### src/rtl/mfg_pkg.sv
`timescale 1ns / 1ps
`default_nettype none
package mfg_pkg;

   localparam int MAX_WIDTH_DEF     = 1024;
   localparam int WINDOW_RADIUS_DEF = 3;

   localparam int PIX_W  = 8;
   localparam int FW_W   = 11;
   localparam int FH_W   = 13;
   localparam int OY_W   = 12;
   localparam int PROD_W = 24;
   localparam int SUM_W  = 25;

   localparam int HEIGHT_LIMIT = 4096;
   localparam int FW_RESET     = 640;
   localparam int FH_RESET     = 480;

   localparam int WEIGHT_R = 13763;
   localparam int WEIGHT_G = 46531;
   localparam int WEIGHT_B = 4588;

   localparam int CSR_IDX_W  = 2;
   localparam int CSR_DATA_W = 13;

   typedef enum logic [CSR_IDX_W-1:0] {
      CSR_FRAME_WIDTH  = 2'd0,
      CSR_FRAME_HEIGHT = 2'd1
   } csr_index_type;

   typedef struct packed {
      logic valid;
      logic write;
      logic emit;
      logic frame_end;
      logic interior;
   } ctrl_type;

   typedef struct packed {
      logic             valid;
      logic             frame_end;
      logic             interior;
      logic [PIX_W-1:0] gray;
   } meta_type;

endpackage
`default_nettype wire

### src/rtl/mfg_window.sv
`timescale 1ns / 1ps
`default_nettype none
module mfg_window #(
   parameter int SIDE = 7
) (
   input  wire logic                                  clock,
   input  wire logic                                  en,
   input  wire logic [SIDE*mfg_pkg::PIX_W-1:0]        col_in,
   output logic      [SIDE*SIDE*mfg_pkg::PIX_W-1:0]   win_out
);
   import mfg_pkg::*;

   logic [SIDE*SIDE*PIX_W-1:0] win_ff;
   logic [SIDE*SIDE*PIX_W-1:0] win_in;

   always_comb begin
      win_in = win_ff;
      for (int r = 0; r < SIDE; r++) begin
         for (int c = 0; c < SIDE - 1; c++) begin
            win_in[(r*SIDE+c)*PIX_W +: PIX_W] = win_ff[(r*SIDE+c+1)*PIX_W +: PIX_W];
         end
         win_in[(r*SIDE+SIDE-1)*PIX_W +: PIX_W] = col_in[r*PIX_W +: PIX_W];
      end
   end

   always_ff @(posedge clock) begin
      if (en) begin
         win_ff <= win_in;
      end
   end

   assign win_out = win_ff;

endmodule
`default_nettype wire

### config.mk
export PLATFORM = sky130hd
export DESIGN_NAME = mfg_window
export DESIGN_NICKNAME = d
export VERILOG_FILES = /design/src/rtl/mfg_pkg.sv /design/src/rtl/mfg_window.sv
export SDC_FILE = /design/constraint.sdc
export NUM_CORES = 1
export LEC_CHECK = 0
export ABC_AREA = 1
export ABC_CLOCK_PERIOD_IN_PS = 800
export BUFFER_PORTS_ARGS = -buffer_cell sky130_fd_sc_hd__clkbuf_2
export CORE_AREA = 4 4 172 174
export DETAILED_ROUTE_END_ITERATION = 7
export DIE_AREA = 0 0 176 178
export PLACE_DENSITY = 0.7
export SLEW_MARGIN = 20
export SYNTH_ARGS = -nofsm -noshare
export SYNTH_HDL_FRONTEND = slang
export SYNTH_SLANG_ARGS = --single-unit
### constraint.sdc
create_clock -name clock -period 0.8 [get_ports clock]
set_input_delay 0.16 -clock clock [delete_from_list [all_inputs] [get_ports clock]]
set_output_delay 0.16 -clock clock [all_outputs]
set_load 0.005 [all_outputs]
==> results.md, run 1 <==
- CP arrival: 1.16 ns
- CP peak stage delay: 0.47 ns
- Clock Latency Late Sink: 0.51 ns
- Final setup vio count: 438
- Delay-heaviest family, CP: flip-flops
- GRT Total Usage: 0.182
- Clock slew at reported path FFs: 0.06 ns
- Post-synthesis sequential element count: 392
- Worst slew pin tran: 0.385 ns
- Number of flip-flops under the largest register name: 392
- # Max-Cap Violations: 0
- Final Max Tran Viols: 0
- DRC violations left: 0
- Register share of total power: 0.542
- Post-DP HPWL: 21400 um
- Buf+Inv Stages, Crit Path: 1
- Final core occ: 0.656
- Clock Power Share: 0.385
- Die Wd: 176 um
- Post-layout min period: 1.32 ns
- Via density: 4.47
- IO Pins: 450
- Psw: 9280 uW
- DR iter-0 viols: 358
- PD cells: 2520 nW/um^2
- Crit. End Element: primary output
- Crit path cell chain: clkbuf_2
- Worst hold slack: 0.0672 ns
- P_leak: 0.00767 uW
- Post-synthesis mux area share: 0
- Crit path depth: 1
- Global-route wire length before repair: 42700 um
- XOR/XNOR share of the synthesized area: 0
- Storage element area: 11800 sq um
- Starting Density: 0.424
- Final #Nets: 1205
- Clk buf depth: 3
- Pin count of the biggest net entering global routing: 33
- Most frequent cells in the layout: clkbuf_2, edfxtp_1, buf_4
- Slew HR: 0.743
- GP Congestion: 0.853
- Final wirelength: 31000 um
- DP Area: 14900 sq um
- CTS tree: done
- CTS sink cnt: 392
- Final instance area: 18200 sq um
- Highest clock rate: 0.760 GHz
- R2R depth: 2
- Final Worst Setup Slack: -0.516 ns
- Syn Inst Count: 392
- Post-Synth Adder-Cell Area: 0
- Fin crit share: 1.65
- Clock root buffer: clkbuf_16
- Worst setup SP type: flop
- Avg Cell Area, Syn: 30.0 sq um
- Simple-gate share of the synthesized area: 0
- Fill cells: 1828
- Die H: 178 um
- Area Growth Syn to Fin: 54.8%
- Rows: 61
- Synth Cell Area: 11800 sq um
- CP Max Fanout: 2
- Number of global-route vias before repair: 7060
- H-tree Lvls: 2
- #MultiIn Comb: 0
- Routed WL per cell: 19.9 um
- Final hold vios: 0
- Synth warnings: 0
- Sw frac: 0.202
- Most common cell after layout, fill and taps aside: clkbuf_2
- Worst setup path class: flop to primary output
- Area of the multi-input gates: 0 sq um
- CTS Buf Count: 39
- Grt total ovfl: 0
- Compound-Gate Fraction of Synth Area: 0
- Core area: 27800 sq um
- CP max stage cell: edfxtp_1
- Main area contributors after synthesis: edfxtp_1
- Failing checks: negative setup slack
- Share of the synthesized area in the top cell type: 1.00
- Via Count: 6948
- CP Data Required Time: 0.64 ns
- Initial antenna violation count: 2
- Yosys cell types: 1
- Comb power frac: 0.073
- Cell taking the most area after synthesis: edfxtp_1
- Seq/Total Area, Yosys: 1.00
- Full die area: 31300 sq um
- Min-Delay Path Class: input port to flop
- Final ANT Viol Nets: 0
- Final clock skew: 0.0192 ns
- Count of input and output buffers: 449
- Post-synth net total: 450
- Power Internal: 36600 uW
- Worst Hold Path Cells: 2
- RSZ-0062 raised after global routing: yes
- Iteration count of the initial detailed-routing pass: 5
- Proportion of layout cells with a drive suffix above 1: 0.609
- VDD IR-drop max: 0.00219 V
- Status: complete, but fails checks
==> area by class of cell <==
class                 count  area share
Sequential cell         392       0.646
Clock buffer             44      0.0569
Tap cell                378      0.0260
Antenna cell              2    0.000275
Clock inverter           23      0.0117
Timing Repair Buffer    714       0.259
==> timing repair <==
action | 4_1_cts | 5_1_grt
pin swaps | 0 | 0
buffers inserted | 118 | 84
hold endpoints to repair | 56 | 0
resized for setup | 0 | 46
hold buffers | 56 | 0
setup endpoints to repair | 392 | 460
==> power groups by stage <==
stage,combinational (uW),clock (uW),sequential [uW]
after CTS,3040,18000,24800
after global routing,3570,19100,25000
after floorplan,0,0,25200
after global placement,2200,0,25300
final,3350,17600,24900
after detailed placement,2250,0,25300
==> Yosys cell counts <==
library cell	count
edfxtp_1	392
==> kinds of logic after synthesis <==
logic type / Yosys count
flops: 392
==> layer usage <==
metal	track usage	vias up	part of all wire
met5	0	-	0
met4	0.0650	0	0.034
met3	0.0428	65	0.060
met2	0.322	304	0.53
met1	0.221	3451	0.37
li1	-	3128	-
==> metrics by stage <==
stage / setup TNS, ns / power, uW / std cells / setup slack [ns]
after floorplan: 0 / 25200 / 392 / 0.152
after global placement: -48.49 / 27500 / 1255 / -0.194
after detailed placement: -52.14 / 27600 / 1255 / -0.209
after CTS: -163.92 / 45900 / 1496 / -0.517
after global routing: -175.79 / 47600 / 1553 / -0.547
final: -156.43 / 45900 / 1553 / -0.516
==> worst paths after layout <==
kind | start | end | slack [ns]
hold reg to reg | win_out[255] | win_out[247] | 0.44
setup reg to reg | win_out[55] | win_out[47] | -0.12
setup / recovery | win_out[76] | win_out[76] | -0.52
hold / removal | en | win_out[389] | 0.07
(Power assumes the default switching activity.)
==> inputs of run 2 (changes only) <==
==> constraint.sdc (replaced) <==
create_clock -name clock -period 0.8 [get_ports clock]
set_input_delay 0.04 -clock clock [delete_from_list [all_inputs] [get_ports clock]]
set_output_delay 0.04 -clock clock [all_outputs]
set_load 0.005 [all_outputs]
==> run 2 against run 1 <==
Effect of this change: the flow still finishes with violations (negative setup slack); combinational power is essentially flat; sequential share of layout area shrank 0.084 points; core utilization grew 0.086 points; sequential power is essentially flat; via count shrank 0.58%; setup slack gained 0.11 ns; clock power is essentially flat; clock skew shrank 0.010 ns; final cell count grew 0.97%; clock-buffer cell count grew 6; critical path depth is the same; critical endpoint is now win_out[86]; highest routed layer unchanged.
==> results.md, run 2 (synthesis results as in run 1) <==
- Status: complete, but fails checks
- Failing checks: negative setup slack
- Number of flip-flops under the largest register name: 392
- CP Data Required Time: 0.76 ns
- Critical path origin: win_out[86]
- Final #Nets: 1220
- CP Max Fanout: 2
- Final setup vio count: 434
- FF-to-FF setup slack: -0.11 ns
- Fin crit share: 1.51
- CP arrival: 1.17 ns
- CTS Buf Count: 39
- Most frequent cells in the layout: clkbuf_2, edfxtp_1, buf_4
- RR Startpoint: win_out[35]
- Pin count of the biggest net entering global routing: 35
- Worst setup SP type: flop
- Starting Density: 0.424
- Full die area: 31300 sq um
- Clk buf depth: 3
- Number of global-route vias before repair: 6934
- Crit. End Element: primary output
- Clock Latency Late Sink: 0.51 ns
- Final Max Tran Viols: 0
- Final instance area: 18200 sq um
- Clock slew at reported path FFs: 0.06 ns
- CTS tree: done
- Finished Layout Cells: 1568
- # Max-Cap Violations: 0
- Routed WL per cell: 19.5 um
- Post-layout min period: 1.21 ns
- Min-Delay Path Class: input port to flop
- #MultiIn Comb: 0
- Post-DP HPWL: 21300 um
- RSZ-0062 raised after global routing: yes
- Rows: 61
- VDD IR-drop max: 0.00210 V
- Buf+Inv Stages, Crit Path: 1
- Number of diodes: 0
- Grt total ovfl: 0
- Iteration count of the initial detailed-routing pass: 4
- Cells after DPL: 1253
- CP max stage cell: edfxtp_1
- Final hold vios: 0
- Final wirelength: 30600 um
- DP Area: 14900 sq um
- Clock root buffer: clkbuf_16
- Worst slew pin tran: 0.384 ns
- Crit path cell chain: buf_6
- Core area: 27800 sq um
- GRT Total Usage: 0.182
- Final core occ: 0.657
- IO Pins: 450
- Proportion of layout cells with a drive suffix above 1: 0.609
- Via Count: 6908
- R2R depth: 2
- DR iter-0 viols: 393
- Final ANT Viol Nets: 0
- Count of input and output buffers: 449
- CTS sink cnt: 392
- Initial antenna violation count: 0
- Highest clock rate: 0.827 GHz
- H-tree Lvls: 2
- Area of the multi-input gates: 0 sq um
- Die Wd: 176 um
- Global-route wire length before repair: 42600 um
- Delay-heaviest family, CP: flip-flops
- Via density: 4.41
- Most common cell after layout, fill and taps aside: clkbuf_2
- Slew HR: 0.744
- Setup total negative slack: -109.12 ns
- PD cells: 2520 nW/um^2
- Crit path to: win_out[86]
- Worst setup path class: flop to primary output
- CP peak stage delay: 0.49 ns
- Die H: 178 um
- Final Worst Setup Slack: -0.409 ns
- Final clock skew: 0.00919 ns
- RR Endpoint: win_out[27]
- P_leak: 0.00771 uW
- GP Congestion: 0.847
- Area Growth Syn to Fin: 55.0%
- DRC violations left: 0
- Crit path depth: 1
## run 2: power by group
part	switching, uW	internal, uW
clock	7080	10600
sequential	702	24100
combinational	1480	1900
total	9270	36700
## run 2: worst min-delay path: cells and delay by family
kind / cells / cell delay [ns]
buffers and inverters: 3 / 0.39
## run 2: cell type report
type / count / area (sq um)
fillers: 1847 / 9540
well taps: 378 / 473
flip-flops and latches: 392 / 11800
repair buffers: 729 / 4750
clock buffers: 50 / 1060
clock inverters: 19 / 193
## run 2: timing repair
action,in CTS,in global routing
setup buffers,124,87
resized for setup,0,43
hold buffers,58,0
cloned,0,0
endpoints found under the setup margin,392,444
hold endpoints to repair,59,0
pin swaps,0,0
## run 2: worst min-delay path by stage
stage                     from      endpoint  slack, ns  cells past startpoint
finish                      en  win_out[267]       0.06                      3
floorplan            col_in[8]  win_out[104]       0.14                      0
detailed placement  col_in[12]  win_out[108]       0.22                      1
global placement    col_in[19]  win_out[163]       0.22                      1
global route                en   win_out[33]       0.04                      3
CTS                         en  win_out[270]       0.04                      3
## run 2: per-layer routing
layer	share of wire	vias up	wire, um	GRT usage
li1	-	3154	-	-
met1	0.36	3389	11100	0.214
met2	0.54	296	16500	0.325
met3	0.063	69	1920	0.0460
met4	0.035	0	1080	0.0692
met5	0	-	0	0
## run 2: metrics by stage
step	total power [uW]	hold slack, ns	setup WS (ns)
final	45900	0.0604	-0.409
after global routing	47800	0.0377	-0.465
after CTS	45900	0.0382	-0.431
after detailed placement	27500	0.219	-0.0508
after global placement	27500	0.216	-0.0363
after floorplan	25200	0.139	0.152
==> inputs of run 3 (changes only) <==
Settings changed: RECOVER_POWER set to 100.
==> run 3 against run 2 <==
Effect of this change: the flow still finishes with violations (negative setup slack); critical path type unchanged; highest routed layer unchanged; setup slack improved by 0.00058 ns; global-route usage did not move; final cell count did not move; core utilization fell by 0.75 points; power fell by 0.30%.
==> results.md, run 3 (synthesis results as in run 1) <==
- Status: complete, but fails checks
- Failing checks: negative setup slack
- Fill cells: 1901
- Die H: 178 um
- Psw: 9260 uW
- Slew HR: 0.504
- Crit. End Element: primary output
- Via density: 4.36
- Number of global-route vias before repair: 6934
- Min-Delay Path Class: input port to flop
- Final Max Tran Viols: 0
- Delay-heaviest family, CP: flip-flops
- Comb power frac: 0.071
- Final hold vios: 0
- Worst slew pin tran: 0.744 ns
- Area Growth Syn to Fin: 53.2%
- P_leak: 0.00757 uW
- Post-DP HPWL: 21300 um
- Final setup vio count: 487
- Post-layout min period: 1.21 ns
- Most frequent cells in the layout: clkbuf_2, edfxtp_1, buf_4
- Power Internal: 36500 uW
- CP arrival: 1.17 ns
- Pre-CTS worst setup slack: -0.0508 ns
- Worst setup SP type: flop
- Final #Nets: 1220
- Area of the multi-input gates: 0 sq um
- Register share of total power: 0.542
- Sw frac: 0.202
- Most common cell after layout, fill and taps aside: clkbuf_2
- Initial antenna violation count: 0
- PD cells: 2540 nW/um^2
- Worst setup path class: flop to primary output
- Clock Latency Late Sink: 0.51 ns
- Pwr Total: 45800 uW
- Final clock skew: 0.00814 ns
- CTS Buf Count: 39
- Count of input and output buffers: 449
- Die Wd: 176 um
- DR iter-0 viols: 428
- #MultiIn Comb: 0
- Highest clock rate: 0.827 GHz
- CTS sink cnt: 392
- CP Max Fanout: 2
- Full die area: 31300 sq um
- CP peak stage delay: 0.49 ns
- Proportion of layout cells with a drive suffix above 1: 0.592
- CP max stage cell: edfxtp_1
- Grt total ovfl: 0
- Buf+Inv Stages, Crit Path: 1
- Final ANT Viol Nets: 0
- Number of diodes: 0
- H-tree Lvls: 2
- Pin count of the biggest net entering global routing: 35
- Starting Density: 0.424
- Core area: 27800 sq um
- Clock Power Share: 0.387
- VDD IR-drop max: 0.00213 V
- Iteration count of the initial detailed-routing pass: 6
- Crit path cell chain: buf_6
- IO Pins: 450
- RSZ-0062 raised after global routing: yes
- GP Congestion: 0.847
- CP Data Required Time: 0.76 ns
- Fin crit share: 1.51
- Global-route wire length before repair: 42600 um
- CTS tree: done
- Setup total negative slack: -113.63 ns
- Rows: 61
- Routed WL per cell: 19.5 um
- Final Worst Setup Slack: -0.409 ns
- Via Count: 6841
- # Max-Cap Violations: 0
- Clock root buffer: clkbuf_16
- Number of flip-flops under the largest register name: 392
- GRT Total Usage: 0.182
- Final wirelength: 30600 um
- Clock slew at reported path FFs: 0.06 ns
- Clk buf depth: 3
- DRC violations left: 0
## run 3: cell count changes in the layout (fill, tap and decap cells not counted)
cell | before | now
buf_4 | 191 | 113
clkbuf_4 | 0 | 56
buf_6 | 27 | 32
clkbuf_2 | 436 | 442
clkbuf_1 | 9 | 29
buf_8 | 1 | 0
buf_2 | 6 | 8
buf_12 | 10 | 0
## run 3: cell type report
type | count | area [sq um] | share of cell area
Sequential cell | 392 | 11800 | 0.653
Clock inverter | 19 | 193 | 0.0107
Timing Repair Buffer | 729 | 4540 | 0.252
Tap cell | 378 | 473 | 0.0262
Clock buffer | 50 | 1060 | 0.0588
## run 3: power groups by stage
stage	Clock, uW	Combinational [uW]	Sequential [uW]
after floorplan	0	0	25200
after global placement	0	2240	25200
after detailed placement	0	2260	25300
after CTS	18100	3060	24800
after global routing	19200	3460	25000
final	17700	3230	24800
## run 3: through the flow
stage               cells  instance area, sq um  utilization  hold WS [ns]
floorplan             392                 11800            -         0.139
global placement     1253                 14900        0.536         0.216
detailed placement   1253                 14900        0.536         0.219
CTS                  1504                 17600        0.635        0.0382
global route         1568                 18000        0.649         0.226
finish               1568                 18000        0.649         0.240
## run 3: worst paths after layout
kind | startpoint | to | slack [ns] | cells past startpoint
max | win_out[86] | win_out[86] | -0.41 | 1
min reg2reg | win_out[294] | win_out[286] | 0.45 | 0
max reg2reg | win_out[128] | win_out[120] | -0.12 | 2
min | col_in[20] | win_out[164] | 0.24 | 2
## run 3: layer usage
metal | part of all wire | vias to the layer above | track usage
li1 | - | 3155 | -
met1 | 0.36 | 3333 | 0.214
met2 | 0.54 | 283 | 0.325
met3 | 0.064 | 70 | 0.0460
met4 | 0.035 | 0 | 0.0692
met5 | 0 | - | 0
## run 3: repair_timing
| action | in CTS | in global routing |
|---|---|---|
| hold buffers | 58 | 0 |
| gates resized for setup | 0 | 43 |
| hold endpoints to repair | 59 | 0 |
| setup buffers | 124 | 87 |
| setup endpoints to repair | 392 | 444 |
