**src/rtl/mfg_pkg.sv**
```systemverilog
`timescale 1ns / 1ps
`default_nettype none
package mfg_pkg;

   localparam int MAX_WIDTH_DEF     = 1024;
   localparam int WINDOW_RADIUS_DEF = 3;

   localparam int PIX_W  = 8;
   localparam int FW_W   = 11;
   localparam int FH_W   = 13;
   localparam int OY_W   = 12;
   localparam int PROD_W = 24;
   localparam int SUM_W  = 25;

   localparam int HEIGHT_LIMIT = 4096;
   localparam int FW_RESET     = 640;
   localparam int FH_RESET     = 480;

   localparam int WEIGHT_R = 13763;
   localparam int WEIGHT_G = 46531;
   localparam int WEIGHT_B = 4588;

   localparam int CSR_IDX_W  = 2;
   localparam int CSR_DATA_W = 13;

   typedef enum logic [CSR_IDX_W-1:0] {
      CSR_FRAME_WIDTH  = 2'd0,
      CSR_FRAME_HEIGHT = 2'd1
   } csr_index_type;

   typedef struct packed {
      logic valid;
      logic write;
      logic emit;
      logic frame_end;
      logic interior;
   } ctrl_type;

   typedef struct packed {
      logic             valid;
      logic             frame_end;
      logic             interior;
      logic [PIX_W-1:0] gray;
   } meta_type;

endpackage
`default_nettype wire

```
**src/rtl/mfg_rank_cell.sv**
```systemverilog
`timescale 1ns / 1ps
`default_nettype none
module mfg_rank_cell #(
   parameter int AREA = 49,
   parameter int BIT  = 7
) (
   input  wire logic                              clock,
   input  wire logic                              reset,
   input  wire logic                              en,
   input  wire logic [AREA*mfg_pkg::PIX_W-1:0]    vals_in,
   input  wire logic [AREA-1:0]                   mask_in,
   input  wire logic [$clog2(AREA+1)-1:0]         rank_in,
   input  wire logic [mfg_pkg::PIX_W-1:0]         acc_in,
   input  wire mfg_pkg::meta_type                 meta_in,
   output logic      [AREA*mfg_pkg::PIX_W-1:0]    vals_out,
   output logic      [AREA-1:0]                   mask_out,
   output logic      [$clog2(AREA+1)-1:0]         rank_out,
   output logic      [mfg_pkg::PIX_W-1:0]         acc_out,
   output mfg_pkg::meta_type                      meta_out
);
   import mfg_pkg::*;

   localparam int KW = $clog2(AREA+1);

   logic [AREA*PIX_W-1:0] vals_ff;
   logic [AREA-1:0]       mask_ff, mask_in_nx;
   logic [KW-1:0]         rank_ff, rank_nx;
   logic [PIX_W-1:0]      acc_ff, acc_nx;
   meta_type              meta_ff;
   logic [AREA-1:0]       zeros, ones;
   logic [KW-1:0]         zero_cnt;

   always_comb begin
      zero_cnt = '0;
      for (int i = 0; i < AREA; i++) begin
         zeros[i] = mask_in[i] & ~vals_in[i*PIX_W+BIT];
         ones[i]  = mask_in[i] &  vals_in[i*PIX_W+BIT];
         zero_cnt = zero_cnt + KW'(zeros[i]);
      end
   end

   always_comb begin
      acc_nx = acc_in;
      if (rank_in < zero_cnt) begin
         acc_nx[BIT] = 1'b0;
         mask_in_nx  = zeros;
         rank_nx     = rank_in;
      end else begin
         acc_nx[BIT] = 1'b1;
         mask_in_nx  = ones;
         rank_nx     = rank_in - zero_cnt;
      end
   end

   always_ff @(posedge clock) begin
      if (reset) begin
         meta_ff.valid <= 1'b0;
      end else if (en) begin
         meta_ff.valid <= meta_in.valid;
      end
   end

   always_ff @(posedge clock) begin
      if (en) begin
         vals_ff           <= vals_in;
         mask_ff           <= mask_in_nx;
         rank_ff           <= rank_nx;
         acc_ff            <= acc_nx;
         meta_ff.frame_end <= meta_in.frame_end;
         meta_ff.interior  <= meta_in.interior;
         meta_ff.gray      <= meta_in.gray;
      end
   end

   assign vals_out = vals_ff;
   assign mask_out = mask_ff;
   assign rank_out = rank_ff;
   assign acc_out  = acc_ff;
   assign meta_out = meta_ff;

endmodule
`default_nettype wire

```
**config.mk**
```make
export PLATFORM = sky130hd
export DESIGN_NAME = mfg_rank_cell
export DESIGN_NICKNAME = d
export VERILOG_FILES = /design/src/rtl/mfg_pkg.sv /design/src/rtl/mfg_rank_cell.sv
export SDC_FILE = /design/constraint.sdc
export NUM_CORES = 1
export LEC_CHECK = 0
export BUFFER_PORTS_ARGS = -buffer_cell sky130_fd_sc_hd__buf_2
export CAP_MARGIN = 5
export CORE_AREA = 2 2 361 363
export CTS_CLUSTER_SIZE = 16
export DETAILED_ROUTE_END_ITERATION = 10
export DIE_AREA = 0 0 363 365
export PLACE_DENSITY = 0.3
export SLEW_MARGIN = 10
export SYNTH_ARGS = -nofsm -noshare
export SYNTH_HDL_FRONTEND = slang
export SYNTH_SLANG_ARGS = --single-unit
```
**constraint.sdc**
```tcl
create_clock -name clock -period 15.4 [get_ports clock]
set_input_delay 4.62 -clock clock [delete_from_list [all_inputs] [get_ports clock]]
set_output_delay 4.62 -clock clock [all_outputs]
set_load 0.005 [all_outputs]
```
==> results.cfg, run 1 <==
[timing]
hold_viol_final = 0
max_slew_margin_pct = 27.1
totalNegativeSetupSlack_ns = 0
hold-worst-slack_ns = 0.503
worstMarginPinSlew_ns = 1.09
rsz0062_at_grt = false
fmaxAchievable_ghz = 0.0803
clock_skew_ns = 0
finalSetupViolations = 0
fin_crit_sh_pct = 80.9
report.final.slew_viol_count = 0
final_period_minus_worst_setup_slack_ns = 12.46

[yosys]
cells_after_synth = 758
post_synth_instance_area_sq_um = 16700
synth.largest_area_cell = sky130_fd_sc_hd__edfxtp_1
post_synth_xor_area_fraction_pct = 0.315
synth_most_common_cell = sky130_fd_sc_hd__edfxtp_1
synth-edff-count = 465
share_of_the_synthesized_area_in_compound_gates_ao_oa_aoi_oai_pct = 0.698
average_instance_area_after_synthesis_sq_um = 22.0
synthTopCellsByArea = sky130_fd_sc_hd__edfxtp_1 84%, sky130_fd_sc_hd__fa_1 4.9%, sky130_fd_sc_hd__mux2_4 2.2%
yosys_warn_count = 0
synthSimpleGateAreaFrac_pct = 3.66
yosys_most_used_dff = sky130_fd_sc_hd__edfxtp_1
synth.top_cell.area_share_pct = 83.8
ys_seq_area_share_pct = 83.9
postSynthNetCount = 1283
ffs_w_async_s_r_synth_pct = 0
largest_family_of_logic_cells_by_synthesized_area = adder cells
synthAdderAreaFrac_pct = 6.05
ys_ff_latch = 466
post_synth_mux_area_share_pct = 4.06
synth.distinct_cells = 29
ys_top_cells_by_count = 465 x sky130_fd_sc_hd__edfxtp_1, 44 x sky130_fd_sc_hd__inv_1, 41 x sky130_fd_sc_hd__fa_1

[power]
combinationalPowerShare_pct = 37.5
total_leakage_power_nw = 10.6
netSwitchingPower_w = 0.00163
seq_power_share_pct = 33.8
power.internal_w = 0.00334
power.clock.fraction_pct = 28.7
max-vdd-ir-drop_mv = 0.317
power_per_standard_cell_area_nw_per_um2 = 195
power_w = 0.00497
power_switching_share_pct = 32.7

[outcome]
status = complete, no violations

[hold_path]
critical_hold_path_startpoint = meta_out[10]
hold_path_depth = 2
hold_end = meta_out[10]
hold_class = reg2reg

[global_route]
number_of_global_route_vias_before_repair = 11600
grt_pass1_wl_mm = 96.9
global_route.usage.total_pct = 10.7
maximum_number_of_pins_on_one_net_before_global_route_repair = 84
number_of_antenna_violations_at_the_first_check_in_global_routing = 43
global_route.overflow_total = 0

[finish]
multi_input_comb_area_sq_um = 2470
final_layout_size_suffix_gt1_share_pct = 58.7
postLayoutCoreUtil_pct = 19.8
seq_area_sq_um = 14000
num-nets-final = 2281
stdcell_count = 3484
syn2layout_area_growth_pct = 52.8
fillers = 14000

[place]
placement.io_buffers = 933
routabilityCongestion = 0.755
hpwlAfterDp_mm = 61.1
dp.cells = 3369

[floorplanning]
row_cnt = 132
die-height_um = 365
floorplan.io_pins = 935
fp.dieW_um = 363
design.die.area_sq_um = 132000
initial_utilization_pct = 13.0
core_area_sq_um = 129000

[routing]
1st_iter_drt_viols = 539
route.vias.total = 10900
routed_via_density = 3.14
postRouteWirelength_mm = 75.0
routed_wire_length_per_instance_um = 21.5
dr.pass1.iters = 5
antenna_left = 0
drt_drc_violations_left = 0

[worst_setup_path]
worstPathArrival_ns = 12.84
reg2reg_to = meta_out[10]
critical_path_peak_fanout = 41
startpoint_class_of_the_critical_path = input pin
worst_setup_path_end_kind = flip-flop
critPathKind = in2reg
rrSetupSlack_ns = 14.82
timing.critical_path.required_ns = 15.78
r2r_worst_path_depth = 2
rr_startpoint = meta_out[10]

[clock_network]
cts_tree = done
cts.repair.resized = 0
clock_slew_seen_by_the_registers_of_the_worst_setup_and_hold_paths_ns = 0.06
clock_path_buffers = 3
cts_hold_buffers_added = 0
clkSinkCount = 466
post_cts.repair.setup_buffers = 0
cts_inserted_buffers = 60
worstSkewPairLatency_ns = 0.66
clock-root-buffer = sky130_fd_sc_hd__clkbuf_16
cts_max_level = 2

[flow_run]
drv_cap = 0
[cell families (layout without fill, tap and decap cells)]
logic type	Yosys count	count (layout)
xor gates and xnor gates	6	6
other	0	3
adders and majority gates	56	56
and+or+nand+nor	109	109
buffers and inverters	50	1098
DFF	466	466
muxes	55	55
AOI/OAI and AO/OA	16	16
[worst max-delay path by stage]
stage | slack [ns] | start | to | cells after the start
after global routing | 2.59 | vals_in[111] | mask_out[15] | 24
after global placement | 2.20 | vals_in[111] | mask_out[31] | 24
final | 2.94 | vals_in[111] | mask_out[15] | 24
after detailed placement | 2.25 | vals_in[111] | mask_out[29] | 24
after CTS | 2.98 | vals_in[111] | mask_out[29] | 24
after floorplan | 4.17 | vals_in[143] | mask_out[11] | 21
[cell type report]
type	instances	area share [%]
timing repair buffer	942	18.6
clock inverter	37	1.62
tap	1675	8.23
antenna	3	0.0295
inverter	44	0.649
sequential	466	54.9
multi-input combinational	242	9.71
clock buffer	75	6.20
[power groups by stage]
stage                     clock network (W)  logic [W]  registers (W)
after floorplan                           0    0.00124        0.00172
final                               0.00143    0.00186        0.00168
after detailed placement                  0    0.00192        0.00170
after CTS                           0.00150    0.00193        0.00168
after global routing                0.00155    0.00211        0.00170
after global placement                    0    0.00193        0.00170
[layer usage]
layer	vias up	GRT usage, %	part of all wire (%)
met3	147	4.77	11
met4	40	4.40	4.1
met1	5326	11.4	35
li1	4863	-	-
met2	572	18.4	50
met5	-	0	0.35
[cells in the final DEF (no fill, tap or decap), types with 2 or more instances in the layout]
| master | count |
|---|---|
| sky130_fd_sc_hd__clkinv_1 | 12 |
| sky130_fd_sc_hd__nor2_1 | 6 |
| sky130_fd_sc_hd__and2_1 | 25 |
| sky130_fd_sc_hd__a21oi_1 | 4 |
| sky130_fd_sc_hd__mux2i_1 | 26 |
| sky130_fd_sc_hd__fa_1 | 41 |
| sky130_fd_sc_hd__inv_1 | 44 |
| sky130_fd_sc_hd__nand2b_1 | 24 |
| sky130_fd_sc_hd__clkbuf_1 | 14 |
| sky130_fd_sc_hd__bufinv_16 | 7 |
| sky130_fd_sc_hd__edfxtp_1 | 465 |
| sky130_fd_sc_hd__diode_2 | 3 |
| sky130_fd_sc_hd__nor2b_1 | 26 |
| sky130_fd_sc_hd__mux2_2 | 5 |
| sky130_fd_sc_hd__a21o_1 | 2 |
| sky130_fd_sc_hd__buf_2 | 932 |
| sky130_fd_sc_hd__buf_4 | 9 |
| sky130_fd_sc_hd__clkinv_16 | 2 |
| sky130_fd_sc_hd__xor2_1 | 6 |
| sky130_fd_sc_hd__ha_1 | 15 |
| sky130_fd_sc_hd__o21ai_0 | 2 |
| sky130_fd_sc_hd__nand2_1 | 25 |
| sky130_fd_sc_hd__clkinvlp_4 | 4 |
| sky130_fd_sc_hd__clkinv_2 | 10 |
| sky130_fd_sc_hd__clkbuf_16 | 61 |
| sky130_fd_sc_hd__mux2_4 | 24 |
[state kept, by name (all words and copies together) (netlist names)]
| name | cells |
|---|---|
| acc_out | 8 |
| rank_out | 6 |
| mask_out | 49 |
| meta_out | 11 |
| vals_out | 392 |
[per-stage QoR]
step	area (sq um)	setup WS [ns]
2_1_floorplan	16700	4.17
3_3_place_gp	23500	2.20
3_5_place_dp	23500	2.25
4_1_cts	25500	2.98
5_1_grt	25500	2.59
6_report	25500	2.94
[worst max-delay path, stage by stage]
cell and delay [ns]:
sky130_fd_sc_hd__buf_2 0.13, sky130_fd_sc_hd__nor2b_1 0.61, sky130_fd_sc_hd__fa_1 0.56, sky130_fd_sc_hd__fa_1 0.64, sky130_fd_sc_hd__inv_1 0.12, sky130_fd_sc_hd__fa_1 0.50, sky130_fd_sc_hd__fa_1 0.52, sky130_fd_sc_hd__fa_1 0.54
sky130_fd_sc_hd__fa_1 0.58, sky130_fd_sc_hd__inv_1 0.06, sky130_fd_sc_hd__fa_1 0.50, sky130_fd_sc_hd__fa_1 0.49, sky130_fd_sc_hd__inv_1 0.09, sky130_fd_sc_hd__fa_1 0.20, sky130_fd_sc_hd__inv_1 0.05, sky130_fd_sc_hd__a21o_1 0.17
sky130_fd_sc_hd__a21oi_1 0.16, sky130_fd_sc_hd__xor2_1 0.10, sky130_fd_sc_hd__ha_1 0.37, sky130_fd_sc_hd__o21ai_0 0.18, sky130_fd_sc_hd__o21bai_1 0.20, sky130_fd_sc_hd__a21o_4 0.65, sky130_fd_sc_hd__buf_4 0.38, sky130_fd_sc_hd__mux2_4 0.32
Power figures use the tool's default switching activity.
==> run 2, diff against run 1 <==
==> constraint.sdc (replaced) <==
create_clock -name clock -period 10.4 [get_ports clock]
set_input_delay 3.12 -clock clock [delete_from_list [all_inputs] [get_ports clock]]
set_output_delay 3.12 -clock clock [all_outputs]
set_load 0.005 [all_outputs]
==> results.cfg, run 2 (synthesis results as in run 1) <==
[clock_network]
clock_path_buffers = 3
worstSkewPairLatency_ns = 0.64
cts_max_level = 2
cts_tree = done
cts_inserted_buffers = 60
cts_hold_buffers_added = 0
clkSinkCount = 466
cts.repair.resized = 0
post_cts.repair.setup_buffers = 0
clock-root-buffer = sky130_fd_sc_hd__clkbuf_16
clock_slew_seen_by_the_registers_of_the_worst_setup_and_hold_paths_ns = 0.06

[routing]
drt_drc_violations_left = 0
routed_via_density = 3.16
route.vias.total = 11100
dr.pass1.iters = 5
routed_wire_length_per_instance_um = 21.6
antenna_left = 0
1st_iter_drt_viols = 495
postRouteWirelength_mm = 75.7

[floorplanning]
initial_utilization_pct = 13.0
design.die.area_sq_um = 132000
die-height_um = 365
row_cnt = 132
floorplan.io_pins = 935
fp.dieW_um = 363
core_area_sq_um = 129000

[finish]
layout_commonest_cell = sky130_fd_sc_hd__buf_2
final_layout_size_suffix_gt1_share_pct = 59.1
postLayoutCoreUtil_pct = 20.0
syn2layout_area_growth_pct = 54.1
highest_count_cells_in_the_layout_ignoring_fill_and_taps = 932 x sky130_fd_sc_hd__buf_2, 465 x sky130_fd_sc_hd__edfxtp_1, 61 x sky130_fd_sc_hd__clkbuf_16
final_design_area_no_fill_sq_um = 25700
num-nets-final = 2295
largest_register_ffs = 392

[worst_setup_path]
critical_path_peak_fanout = 17
worstPathArrival_ns = 10.31
rr_startpoint = meta_out[10]
timing.critical_path.required_ns = 10.78
worst_setup_path_end_kind = flip-flop
rrSetupSlack_ns = 9.79
critPathKind = in2reg
setup.worst_path.start = vals_in[111]
startpoint_class_of_the_critical_path = input pin

[timing]
fmaxAchievable_ghz = 0.101
totalNegativeSetupSlack_ns = 0
hold_viol_final = 0
fin_crit_sh_pct = 95.5
max_slew_margin_pct = 31.5
report.final.slew_viol_count = 0
clock_skew_ns = 0
worstMarginPinSlew_ns = 1.03
rsz0062_at_grt = false
final_period_minus_worst_setup_slack_ns = 9.94
finalSetupViolations = 0
hold-worst-slack_ns = 0.523

[hold_path]
hold_class = reg2reg
critical_hold_path_startpoint = meta_out[10]

[place]
place_area_sq_um = 23600
placement.io_buffers = 933
hpwlAfterDp_mm = 61.5
routabilityCongestion = 0.760

[power]
max-vdd-ir-drop_mv = 0.383
netSwitchingPower_w = 0.00249
power.clock.fraction_pct = 27.7
power.internal_w = 0.00529
combinationalPowerShare_pct = 40.3
power_switching_share_pct = 32.0
power_per_standard_cell_area_nw_per_um2 = 303
total_leakage_power_nw = 10.7
power_w = 0.00779
seq_power_share_pct = 32.0

[global_route]
number_of_global_route_vias_before_repair = 11900
number_of_antenna_violations_at_the_first_check_in_global_routing = 47
global_route.overflow_total = 0
grt_pass1_wl_mm = 97.8
global_route.usage.total_pct = 10.8
maximum_number_of_pins_on_one_net_before_global_route_repair = 147

[outcome]
status = complete, no violations

[flow_run]
drv_cap = 0
==> run 2: routing by layer <==
layer | GRT usage, % | routed length (um) | vias to the layer above
li1 | - | - | 4902
met1 | 11.5 | 27200 | 5412
met2 | 19.0 | 38300 | 569
met3 | 4.53 | 7490 | 139
met4 | 3.82 | 2550 | 38
met5 | 0 | 241 | -
==> run 2: power groups by stage <==
| stage | Sequential (W) | Clock (W) | Combinational, W |
|---|---|---|---|
| after floorplan | 0.00255 | 0 | 0.00183 |
| after global placement | 0.00253 | 0 | 0.00322 |
| after detailed placement | 0.00253 | 0 | 0.00319 |
| after CTS | 0.00250 | 0.00226 | 0.00323 |
| after global routing | 0.00251 | 0.00232 | 0.00350 |
| final | 0.00249 | 0.00216 | 0.00314 |
==> run 2: cell type report <==
| type | count | area, sq um |
|---|---|---|
| Sequential cell | 466 | 14000 |
| Multi-Input combinational cell | 242 | 2470 |
| Inverter | 44 | 165 |
| Antenna cell | 6 | 15.0 |
| Clock buffer | 70 | 1560 |
| Timing Repair Buffer | 956 | 4930 |
| Fill cell | 13900 | 103000 |
| Tap cell | 1675 | 2100 |
| Clock inverter | 41 | 468 |
==> run 2: worst max-delay path, cell delays in order <==
cell and delay, ns:
sky130_fd_sc_hd__buf_2 0.11, sky130_fd_sc_hd__nor2b_1 0.51, sky130_fd_sc_hd__fa_1 0.56, sky130_fd_sc_hd__fa_1 0.53, sky130_fd_sc_hd__inv_1 0.10, sky130_fd_sc_hd__fa_1 0.50
sky130_fd_sc_hd__fa_1 0.52, sky130_fd_sc_hd__fa_1 0.57, sky130_fd_sc_hd__fa_1 0.57, sky130_fd_sc_hd__inv_1 0.06, sky130_fd_sc_hd__fa_1 0.50, sky130_fd_sc_hd__fa_1 0.46
sky130_fd_sc_hd__inv_1 0.08, sky130_fd_sc_hd__fa_1 0.46, sky130_fd_sc_hd__fa_1 0.46, sky130_fd_sc_hd__a211oi_2 0.26, sky130_fd_sc_hd__o21bai_1 0.14, sky130_fd_sc_hd__a21o_4 0.28
sky130_fd_sc_hd__buf_12 0.18, sky130_fd_sc_hd__mux2_4 0.30
==> run 2: path summary, 6_finish.rpt <==
path / depth (start not counted) / end
worst max-delay path: 20 / mask_out[28]
worst min-delay path: 2 / meta_out[10]
worst max register to register: 2 / meta_out[10]
worst min register to register: 2 / meta_out[10]
==> run 2: per-stage QoR <==
| step | setup slack, ns | std cells |
|---|---|---|
| after floorplan | 0.670 | 758 |
| after global placement | -0.411 | 3383 |
| after detailed placement | -0.421 | 3383 |
| after CTS | 0.255 | 3494 |
| after global routing | 0.0450 | 3494 |
| final | 0.464 | 3500 |
==> run 3, diff against run 2 <==
--- a/config.mk
+++ b/config.mk
@@ -5,12 +5,13 @@
 export SDC_FILE = /design/constraint.sdc
 export NUM_CORES = 1
 export LEC_CHECK = 0
+export ABC_AREA = 1
 export BUFFER_PORTS_ARGS = -buffer_cell sky130_fd_sc_hd__buf_2
 export CAP_MARGIN = 5
-export CORE_AREA = 2 2 361 363
+export CORE_AREA = 2 2 364 366
 export CTS_CLUSTER_SIZE = 16
 export DETAILED_ROUTE_END_ITERATION = 10
-export DIE_AREA = 0 0 363 365
+export DIE_AREA = 0 0 366 368
 export PLACE_DENSITY = 0.3
 export SLEW_MARGIN = 10
 export SYNTH_ARGS = -nofsm -noshare
==> results.cfg, run 3 <==
[routing]
routed_wire_length_per_instance_um = 22.0
dr_wl_met2_mm = 41.0
met3_wire_length_mm = 8.84
dr.pass1.iters = 4
drt_drc_violations_left = 0
route.top_layer_used = met5
antenna_left = 0
route.vias.total = 12200
met1Wirelength_mm = 28.5
routed_via_density = 3.26
postRouteWirelength_mm = 82.3
1st_iter_drt_viols = 645

[global_route]
global_route.usage.total_pct = 11.6
number_of_antenna_violations_at_the_first_check_in_global_routing = 52
global_route.overflow_total = 0
number_of_global_route_vias_before_repair = 12900
grt_pass1_wl_mm = 108
maximum_number_of_pins_on_one_net_before_global_route_repair = 130

[power]
power.internal_w = 0.00512
power_w = 0.00849
combinationalPowerShare_pct = 46.3
max-vdd-ir-drop_mv = 0.408
netSwitchingPower_w = 0.00337
seq_power_share_pct = 29.8
power_per_standard_cell_area_nw_per_um2 = 327
power.clock.fraction_pct = 23.9
total_leakage_power_nw = 11.0
power_switching_share_pct = 39.7

[clock_network]
clkSinkCount = 466
clock_slew_seen_by_the_registers_of_the_worst_setup_and_hold_paths_ns = 0.05
clock_path_buffers = 3
clock-root-buffer = sky130_fd_sc_hd__clkbuf_16
cts_inserted_buffers = 59
cts.repair.resized = 0
post_cts.repair.setup_buffers = 0
cts_max_level = 2
cts_hold_buffers_added = 0
worstSkewPairLatency_ns = 0.62
cts_tree = done

[timing]
clock_skew_ns = 0
post-route-worst-setup-slack_ns = 0.628
worstMarginPinSlew_ns = 0.964
finalSetupViolations = 0
fmaxAchievable_ghz = 0.102
totalNegativeSetupSlack_ns = 0
report.final.slew_viol_count = 0
fin_crit_sh_pct = 94.0
max_slew_margin_pct = 35.7
final_period_minus_worst_setup_slack_ns = 9.77
rsz0062_at_grt = false
hold_viol_final = 0

[outcome]
status = complete, no violations

[yosys]
synth-edff-count = 465
synthTopCellsByArea = sky130_fd_sc_hd__edfxtp_1 82%, sky130_fd_sc_hd__fa_1 4.8%, sky130_fd_sc_hd__inv_1 2.8%
yosys_warn_count = 0
ys_seq_area_share_pct = 82.6
synth.top_cell.area_share_pct = 82.5
ffs_w_async_s_r_synth_pct = 0
average_instance_area_after_synthesis_sq_um = 18.2
postSynthNetCount = 1453
synth.distinct_cells = 25
yosys_most_used_dff = sky130_fd_sc_hd__edfxtp_1
synth.largest_area_cell = sky130_fd_sc_hd__edfxtp_1
cells_after_synth = 928
ys_top_cells_by_count = 465 x sky130_fd_sc_hd__edfxtp_1, 127 x sky130_fd_sc_hd__inv_1, 77 x sky130_fd_sc_hd__nand2_1
post_synth_instance_area_sq_um = 16900
ys_ff_latch = 466
synth_most_common_cell = sky130_fd_sc_hd__edfxtp_1

[worst_setup_path]
worstPathArrival_ns = 10.15
r2r_worst_path_depth = 2
critPathKind = in2reg
timing.critical_path.required_ns = 10.78
critical_path_peak_fanout = 34
worst_setup_path_end_kind = flip-flop
startpoint_class_of_the_critical_path = input pin

[place]
hpwlAfterDp_mm = 66.9
placement.io_buffers = 933
routabilityCongestion = 0.846
pre_cts_ws_ns = -0.120
dp.cells = 3625

[flow_run]
drv_cap = 0

[floorplanning]
die-height_um = 368
row_cnt = 133
initial_utilization_pct = 12.9
fp.dieW_um = 366
core_area_sq_um = 131000
design.die.area_sq_um = 135000
floorplan.io_pins = 935

[finish]
layout_commonest_cell = sky130_fd_sc_hd__buf_2
stdcell_count = 3744
num-nets-final = 2456
fillers = 14300
postLayoutCoreUtil_pct = 19.8
final_layout_size_suffix_gt1_share_pct = 54.0
highest_count_cells_in_the_layout_ignoring_fill_and_taps = 932 x sky130_fd_sc_hd__buf_2, 465 x sky130_fd_sc_hd__edfxtp_1, 127 x sky130_fd_sc_hd__inv_1
largest_register_ffs = 392
syn2layout_area_growth_pct = 53.3

[hold_path]
hold_path_depth = 2
hold_class = reg2reg
-- run 3: cell types whose count changed in the layout (fill, tap and decap cells not counted), sizes merged, moves of 25 or more --
cell / delta
nand2: +53
mux2i: -25
nor2b: -26
mux2: -29
nand3: +57
nor2: +46
inv: +84
nand4: +51
and2: -25
-- run 3: per-stage QoR --
step                      hold slack (ns)  cell area [sq um]
final                               0.495              26000
after global placement              0.479              24000
after detailed placement            0.499              24000
after floorplan                     0.485              16900
after global routing                0.548              25900
after CTS                           0.511              25900
-- run 3: kinds of logic (layout without fill, tap and decap cells) --
family          Yosys count  in the layout  share of synthesized area, %
simple gates            240            240                          7.25
mux                       1              1                        0.0591
compound gates           11             11                         0.347
flops                   466            466                          82.6
other cells               0             14                             0
xor+xnor                  4              4                         0.207
buf+inv                 150           1197                          3.59
fa+ha+maj                56             56                          5.96
-- run 3: layer usage --
metal	track usage [%]	vias to the layer above
met3	5.58	153
met2	20.1	598
li1	-	5389
met1	11.9	6031
met5	0	-
met4	4.89	42
-- run 3: worst paths after layout --
check                                     to         start  slack [ns]
worst min-delay path            meta_out[10]  meta_out[10]        0.49
worst max register to register  meta_out[10]  meta_out[10]        9.82
worst max-delay path            mask_out[40]   mask_in[11]        0.63
worst min register to register  meta_out[10]  meta_out[10]        0.49
-- run 3: cell type report --
cell class	instances	area (sq um)	share of cell area, %
Clock inverter	32	354	1.36
Timing Repair Buffer	963	5020	19.3
Clock buffer	73	1530	5.89
Multi-Input combinational cell	312	2360	9.09
Inverter	129	484	1.87
Tap cell	1755	2200	8.46
Antenna cell	14	35.0	0.135
Sequential cell	466	14000	53.9
-- run 3: worst max-delay path, stage by stage --
cell and delay, ns:
sky130_fd_sc_hd__buf_2 0.10, sky130_fd_sc_hd__inv_1 0.04, sky130_fd_sc_hd__nor2_1 0.67, sky130_fd_sc_hd__fa_1 0.64
sky130_fd_sc_hd__fa_1 0.55, sky130_fd_sc_hd__inv_1 0.05, sky130_fd_sc_hd__fa_1 0.46, sky130_fd_sc_hd__fa_1 0.52
sky130_fd_sc_hd__fa_1 0.56, sky130_fd_sc_hd__fa_1 0.56, sky130_fd_sc_hd__inv_1 0.06, sky130_fd_sc_hd__fa_1 0.57
sky130_fd_sc_hd__fa_1 0.24, sky130_fd_sc_hd__inv_1 0.07, sky130_fd_sc_hd__fa_1 0.39, sky130_fd_sc_hd__o21ai_0 0.31
sky130_fd_sc_hd__xnor2_1 0.17, sky130_fd_sc_hd__ha_1 0.26, sky130_fd_sc_hd__nand2_1 0.08, sky130_fd_sc_hd__inv_2 0.06
sky130_fd_sc_hd__nand2_4 0.12, sky130_fd_sc_hd__nand3_4 0.13, sky130_fd_sc_hd__buf_12 0.20, sky130_fd_sc_hd__nand3_1 0.11
sky130_fd_sc_hd__nand2_1 0.05
-- run 3: power by group through the flow --
| stage | registers (W) | logic, W | clock network, W |
|---|---|---|---|
| after floorplan | 0.00260 | 0.00224 | 0 |
| after global placement | 0.00257 | 0.00401 | 0 |
| after detailed placement | 0.00257 | 0.00402 | 0 |
| after CTS | 0.00253 | 0.00404 | 0.00213 |
| after global routing | 0.00255 | 0.00441 | 0.00219 |
| final | 0.00253 | 0.00393 | 0.00203 |
